### src/rtl/vmhtq_ram.sv
`timescale 1ns / 1ps
module vmhtq_ram #(
    parameter int WIDTH = 8,
    parameter int DEPTH = 16
) (
    input  logic                     aclk,
    input  logic                     we,
    input  logic [$clog2(DEPTH)-1:0] waddr,
    input  logic [WIDTH-1:0]         wdata,
    input  logic [$clog2(DEPTH)-1:0] raddr_a,
    output logic [WIDTH-1:0]         rdata_a,
    input  logic [$clog2(DEPTH)-1:0] raddr_b,
    output logic [WIDTH-1:0]         rdata_b
);
    logic [WIDTH-1:0] mem [DEPTH];

    always_ff @(posedge aclk) begin
        if (we) begin
            mem[waddr] <= wdata;
        end
        rdata_a <= mem[raddr_a];
        rdata_b <= mem[raddr_b];
    end
endmodule

### config.mk
export PLATFORM = sky130hd
export DESIGN_NAME = vmhtq_ram
export DESIGN_NICKNAME = d
export VERILOG_FILES = /design/src/rtl/vmhtq_ram.sv
export SDC_FILE = /design/constraint.sdc
export NUM_CORES = 1
export LEC_CHECK = 0
export ABC_AREA = 1
export BUFFER_PORTS_ARGS = -buffer_cell sky130_fd_sc_hd__buf_2
export CAP_MARGIN = 15
export CORE_MARGIN = 3
export CORE_UTILIZATION = 45
export CTS_BUF_LIST = sky130_fd_sc_hd__clkbuf_8
export CTS_CLUSTER_DIAMETER = 30
export DETAILED_ROUTE_END_ITERATION = 6
export PLACE_DENSITY = 0.67
export SYNTH_ARGS = -nofsm -noshare
export SYNTH_HDL_FRONTEND = slang
export SYNTH_SLANG_ARGS = --single-unit
### constraint.sdc
create_clock -name aclk -period 1.5 [get_ports aclk]
set_input_delay 0.375 -clock aclk [delete_from_list [all_inputs] [get_ports aclk]]
set_output_delay 0.375 -clock aclk [all_outputs]
set_load 0.005 [all_outputs]
==> impl_metrics.csv, run 1 <==
group,metric,value,unit
yosys,yosys_warnings,0,
timing,min_period_over_period,0.920,
yosys,yosys.area.top_type_share,0.529,
global_route,grt-ovfl-total,0,
cts,cts_tree,"done",
power_and_ir_drop,p_leak,3.77,nW
cts,clock_latency,0.46,ns
setup_path,arrival,1.01,ns
floorplan,pin_count,38,
timing,hold_ws,0.321,ns
layout,drive_above_1_share,0.123,
timing,hold_viol,0,
floorplan,die_w,133,um
cts,clk_path_buf_depth,2,
layout,antenna_cells,0,
setup_path,cpMaxStageDelayCell,"dfxtp_1",
yosys,synthTopCellsByArea,"edfxtp_1 (53%), nand3_1 (16%), nand2_1 (14%)",
power_and_ir_drop,sw_frac_of_total,0.248,
power_and_ir_drop,combPwrFrac,0.112,
placed_design,dp_hpwl,12800,um
cts,clk_pin_slew,0.08,ns
setup_path,timing.setup.critical_path_class,"reg -> out",
layout,layout_commonest_cell,"nand2_1",
route,routed_wl,19900,um
timing,setup_violations,0,
run_status,outcome,"finished, final reports clean",
timing,max_freq,0.724,GHz
layout,areaGrowthSynthToFinish,13.6,%
setup_path,cp_cell_sequence,"buf_2",
global_route,grt_usage,0.229,
timing,fin_skew,0.0125,ns
power_and_ir_drop,pwr_density_cell,1040,nW/um2
layout,fill_cells,1409,
route,routedWlPerCell,17.7,um
layout,regArea,4160,um2
layout,layout_common_cells,"nand2_1 (277), nand3_1 (225), inv_1 (137), edfxtp_1 (128), buf_2 (37)",
yosys,ys_types,13,
setup_path,critical_path.max_fanout,1,
power_and_ir_drop,p_clk_frac,0.362,
hold_path,hold_path.class,"in -> reg",
route,drtIter0Drc,918,
placed_design,gp_congestion,0.879,
floorplan,rows,45,
floorplan,die-area,17700,um2
yosys,ys_seq_area_frac,0.574,
setup_path,critPathLaunchType,"flip-flop",
timing,finalWorstPathRequiredPeriod,1.38,ns
floorplan,fp.coreArea,15500,um2
route,routed_via_density,5.34,
cts,cts_buffers,17,
timing,slew_viol_final,0,
route,first_pass_iters,5,
floorplan,die_y,133,um
setup_path,cp_num_buf_inv,1,
power_and_ir_drop,finalPower,8.60,mW
timing,tightest_slew,0.367,ns
cts,post_cts_resized,0,
global_route,grt_pass1_vias,5508,
cts,cts_setup_buffers,0,
power_and_ir_drop,p_sw,2.13,mW
setup_path,cpPeakStageDelay,0.40,ns
power_and_ir_drop,p_seq_frac,0.526,
yosys,yosys.area.top_type,"edfxtp_1",
global_route,grt_pass1_wl,30600,um
route,vias,6015,
yosys,syn_area,7260,um2
run,cap_violations,0,
timing,fin_tns_setup,0,ns
yosys,avgSynthCellArea,8.53,um2
setup_path,critical_path.top_delay_family,"flip-flops",
setup_path,endpoint_kind,"primary output",
cts,cts_sinks,144,
timing,rsz0062_at_grt,"false",
layout,nets,924,
yosys,syn_inst,851,
cts,cts-root-buf,"clkbuf_8",
route,drc,0,
timing,slew_headroom,0.755,
power_and_ir_drop,intPower,6.47,mW
setup_path,worstPathRequired,1.12,ns
layout,multi_input_area,2240,um2
cts,htree_levels,4,
floorplan,initial_core_util,0.469,
placed_design,portBuffers,37,
power_and_ir_drop,peakVddDrop,548,uV
route,drtAntennaViolNets,0,
global_route,antenna_found_initial,1,
global_route,grt_max_degree,44,
yosys,syn_nets,873,
cts,hold_buffers,0,
yosys,ys_ff_latch,144,
[metal layers]
layer,vias to the layer above,wire [um],track usage
li1,2837,-,-
met1,2809,8580,0.319
met2,332,8980,0.347
met3,35,1850,0.0574
met4,2,464,0.0866
met5,-,7,0
[final timing paths]
kind,from,end,slack (ns),cells after the start
setup reg to reg,mem[12][3],rdata_b[3],0.48,6
hold reg to reg,mem[10][7],rdata_a[7],0.70,6
hold / removal,wdata[4],mem[3][4],0.32,1
setup / recovery,rdata_b[3],rdata_b[3],0.12,1
[per-stage QoR]
step,cell area (um2),setup slack (ns),cells,util
2_1_floorplan,7260,0.174,851,-
3_3_place_gp,7850,0.0378,1094,0.507
3_5_place_dp,7850,0.0446,1094,0.507
4_1_cts,8250,0.117,1126,0.533
5_1_grt,8250,0.0784,1126,0.533
6_report,8250,0.119,1126,0.533
[power by group through the flow]
stage          Sequential [mW]  Clock [mW]  Combinational (mW)
2_1_floorplan             4.60           0               0.565
3_3_place_gp              4.61           0               0.939
3_5_place_dp              4.62           0               0.949
4_1_cts                   4.52        3.16               0.954
5_1_grt                   4.53        3.35                1.05
6_report                  4.53        3.11               0.964
[synth_stat cells]
| cell | instances |
|---|---|
| inv_2 | 4 |
| buf_1 | 1 |
| inv_1 | 134 |
| buf_2 | 26 |
| nand3_1 | 225 |
| dfxtp_1 | 16 |
| edfxtp_1 | 128 |
| buf_6 | 14 |
| clkbuf_1 | 3 |
| buf_4 | 4 |
| nor2_1 | 17 |
| nand3b_1 | 2 |
| nand2_1 | 277 |
[kinds of logic after synthesis]
family / Yosys count / share of synthesized area
and+or+nand+nor: 521 / 0.309
buffers and inverters: 186 / 0.117
DFF: 144 / 0.574
[layout make-up]
class / count / share of cell area
clock buffers: 18 / 0.0300
well taps: 211 / 0.0320
multi-input cells: 521 / 0.272
flip-flops and latches: 144 / 0.505
inverters: 138 / 0.0628
repair buffers: 80 / 0.0798
clock inverters: 14 / 0.0185
[registers in the layout (all words and copies together) (netlist names)]
| signal | flops |
|---|---|
| rdata_b | 8 |
| mem | 128 |
| rdata_a | 8 |
Power figures use the tool's default switching activity.
==> run 2, diff against run 1 <==
CTS_CLUSTER_DIAMETER = 200   (was 30)
MAX_ROUTING_LAYER = met4   (was not set)
==> impl_metrics.csv, run 2 (same netlist as run 1, synthesis figures left out) <==
group,metric,value,unit
power_and_ir_drop,peakVddDrop,737,uV
setup_path,cp_cell_sequence,"buf_2",
layout,largest_reg_flops,128,
power_and_ir_drop,intPower,6.61,mW
global_route,grt_pass1_wl,31000,um
cts,hold_buffers,0,
setup_path,arrival,0.99,ns
timing,setup_violations,0,
setup_path,worstPathRequired,1.12,ns
floorplan,die-area,17700,um2
route,vias,5963,
route,routed_via_density,5.30,
layout,layout_common_cells,"nand2_1 (277), nand3_1 (225), inv_1 (137), edfxtp_1 (128), buf_2 (37)",
setup_path,critPathLaunchType,"flip-flop",
layout,largest-register,"mem",
floorplan,fp.coreArea,15500,um2
timing,fin_ws,0.133,ns
placed_design,portBuffers,37,
route,routedWlPerCell,17.6,um
global_route,grt_max_degree,37,
cts,cts-root-buf,"clkbuf_8",
layout,regArea,4160,um2
floorplan,die_w,133,um
run,cap_violations,0,
setup_path,endpoint_kind,"primary output",
global_route,grt_usage,0.238,
cts,cts_sinks,144,
route,drtIter0Drc,861,
timing,rsz0062_at_grt,"false",
placed_design,dp_hpwl,12900,um
global_route,grt-ovfl-total,0,
layout,reg_top3,"mem: 128 flops, rdata_a: 8 flops, rdata_b: 8 flops",
global_route,antenna_found_initial,0,
power_and_ir_drop,p_leak,3.78,nW
cts,clk_pin_slew,0.08,ns
route,drc,0,
layout,final_util,0.533,
floorplan,die_y,133,um
floorplan,initial_core_util,0.469,
cts,cts_tree,"done",
timing,slew_viol_final,0,
layout,antenna_cells,0,
cts,clock_latency,0.45,ns
floorplan,rows,45,
layout,drive_above_1_share,0.122,
route,routed_wl,19800,um
power_and_ir_drop,pwr_density_cell,1060,nW/um2
layout,multi_input_area,2240,um2
power_and_ir_drop,combPwrFrac,0.108,
power_and_ir_drop,p_clk_frac,0.376,
timing,fin_skew,0.00698,ns
global_route,grt_pass1_vias,5620,
setup_path,critical_path.max_fanout,1,
timing,min_period_over_period,0.912,
cts,cts_buffers,17,
setup_path,cpMaxStageDelayCell,"dfxtp_1",
power_and_ir_drop,p_seq_frac,0.516,
setup_path,critical_path.top_delay_family,"flip-flops",
layout,layout_commonest_cell,"nand2_1",
cts,cts_setup_buffers,0,
placed_design,dp_slack,0.0714,ns
cts,htree_levels,4,
layout,fill_cells,1426,
layout,nets,924,
setup_path,cp_num_buf_inv,1,
timing,max_freq,0.731,GHz
power_and_ir_drop,sw_frac_of_total,0.246,
route,first_pass_iters,5,
timing,fin_tns_setup,0,ns
timing,hold_viol,0,
setup_path,cpPeakStageDelay,0.40,ns
placed_design,gp_congestion,0.901,
hold_path,hold_path.class,"in -> reg",
power_and_ir_drop,p_sw,2.16,mW
setup_path,timing.setup.critical_path_class,"reg -> out",
cts,clk_path_buf_depth,2,
timing,finalWorstPathRequiredPeriod,1.37,ns
run_status,outcome,"finished, final reports clean",
timing,tightest_slew,0.361,ns
layout,areaGrowthSynthToFinish,13.7,%
route,drtAntennaViolNets,0,
timing,slew_headroom,0.759,
floorplan,pin_count,38,
cts,post_cts_resized,0,
-- run 2: cell types whose count changed in the layout (fill, tap and decap cells not counted), moves of 2 or more --
| cell | change |
|---|---|
| buf_4 | +2 |
| clkinvlp_4 | -3 |
| inv_6 | +4 |
| clkinv_2 | -3 |
| buf_12 | -2 |
-- run 2: final cells by class --
| class | count | area share |
|---|---|---|
| Timing Repair Buffer | 80 | 0.0767 |
| Sequential cell | 144 | 0.505 |
| Tap cell | 211 | 0.0320 |
| Clock buffer | 17 | 0.0284 |
| Clock inverter | 15 | 0.0234 |
| Multi-Input combinational cell | 521 | 0.272 |
| Inverter | 138 | 0.0628 |
-- run 2: final timing paths --
kind,start,to,slack (ns),cells after the start
min,wdata[4],mem[4][4],0.32,1
min reg2reg,mem[12][5],rdata_b[5],0.69,6
max reg2reg,mem[7][2],rdata_b[2],0.48,6
max,rdata_b[6],rdata_b[6],0.13,1
-- run 2: per-layer routing --
metal  vias up  share of wire  global-route usage
met1      2770           0.43               0.329
met4         0          0.025              0.0779
li1       2842              -                   -
met2       314           0.45               0.355
met5         -              0                   -
met3        37          0.094              0.0460
-- run 2: power groups by stage --
stage / combinational (mW) / sequential [mW] / clock [mW]
3_5_place_dp: 0.937 / 4.62 / 0
2_1_floorplan: 0.565 / 4.60 / 0
3_3_place_gp: 0.930 / 4.62 / 0
5_1_grt: 1.05 / 4.53 / 3.51
6_report: 0.950 / 4.53 / 3.30
4_1_cts: 0.942 / 4.52 / 3.33
-- run 2: per-stage QoR --
step,hold slack (ns),power [mW],instances,instance area (um2)
floorplan,0.474,5.17,851,7260
global placement,0.667,5.55,1094,7820
detailed placement,0.672,5.55,1094,7820
CTS,0.305,8.80,1126,8250
global route,0.314,9.09,1126,8250
finish,0.320,8.77,1126,8250
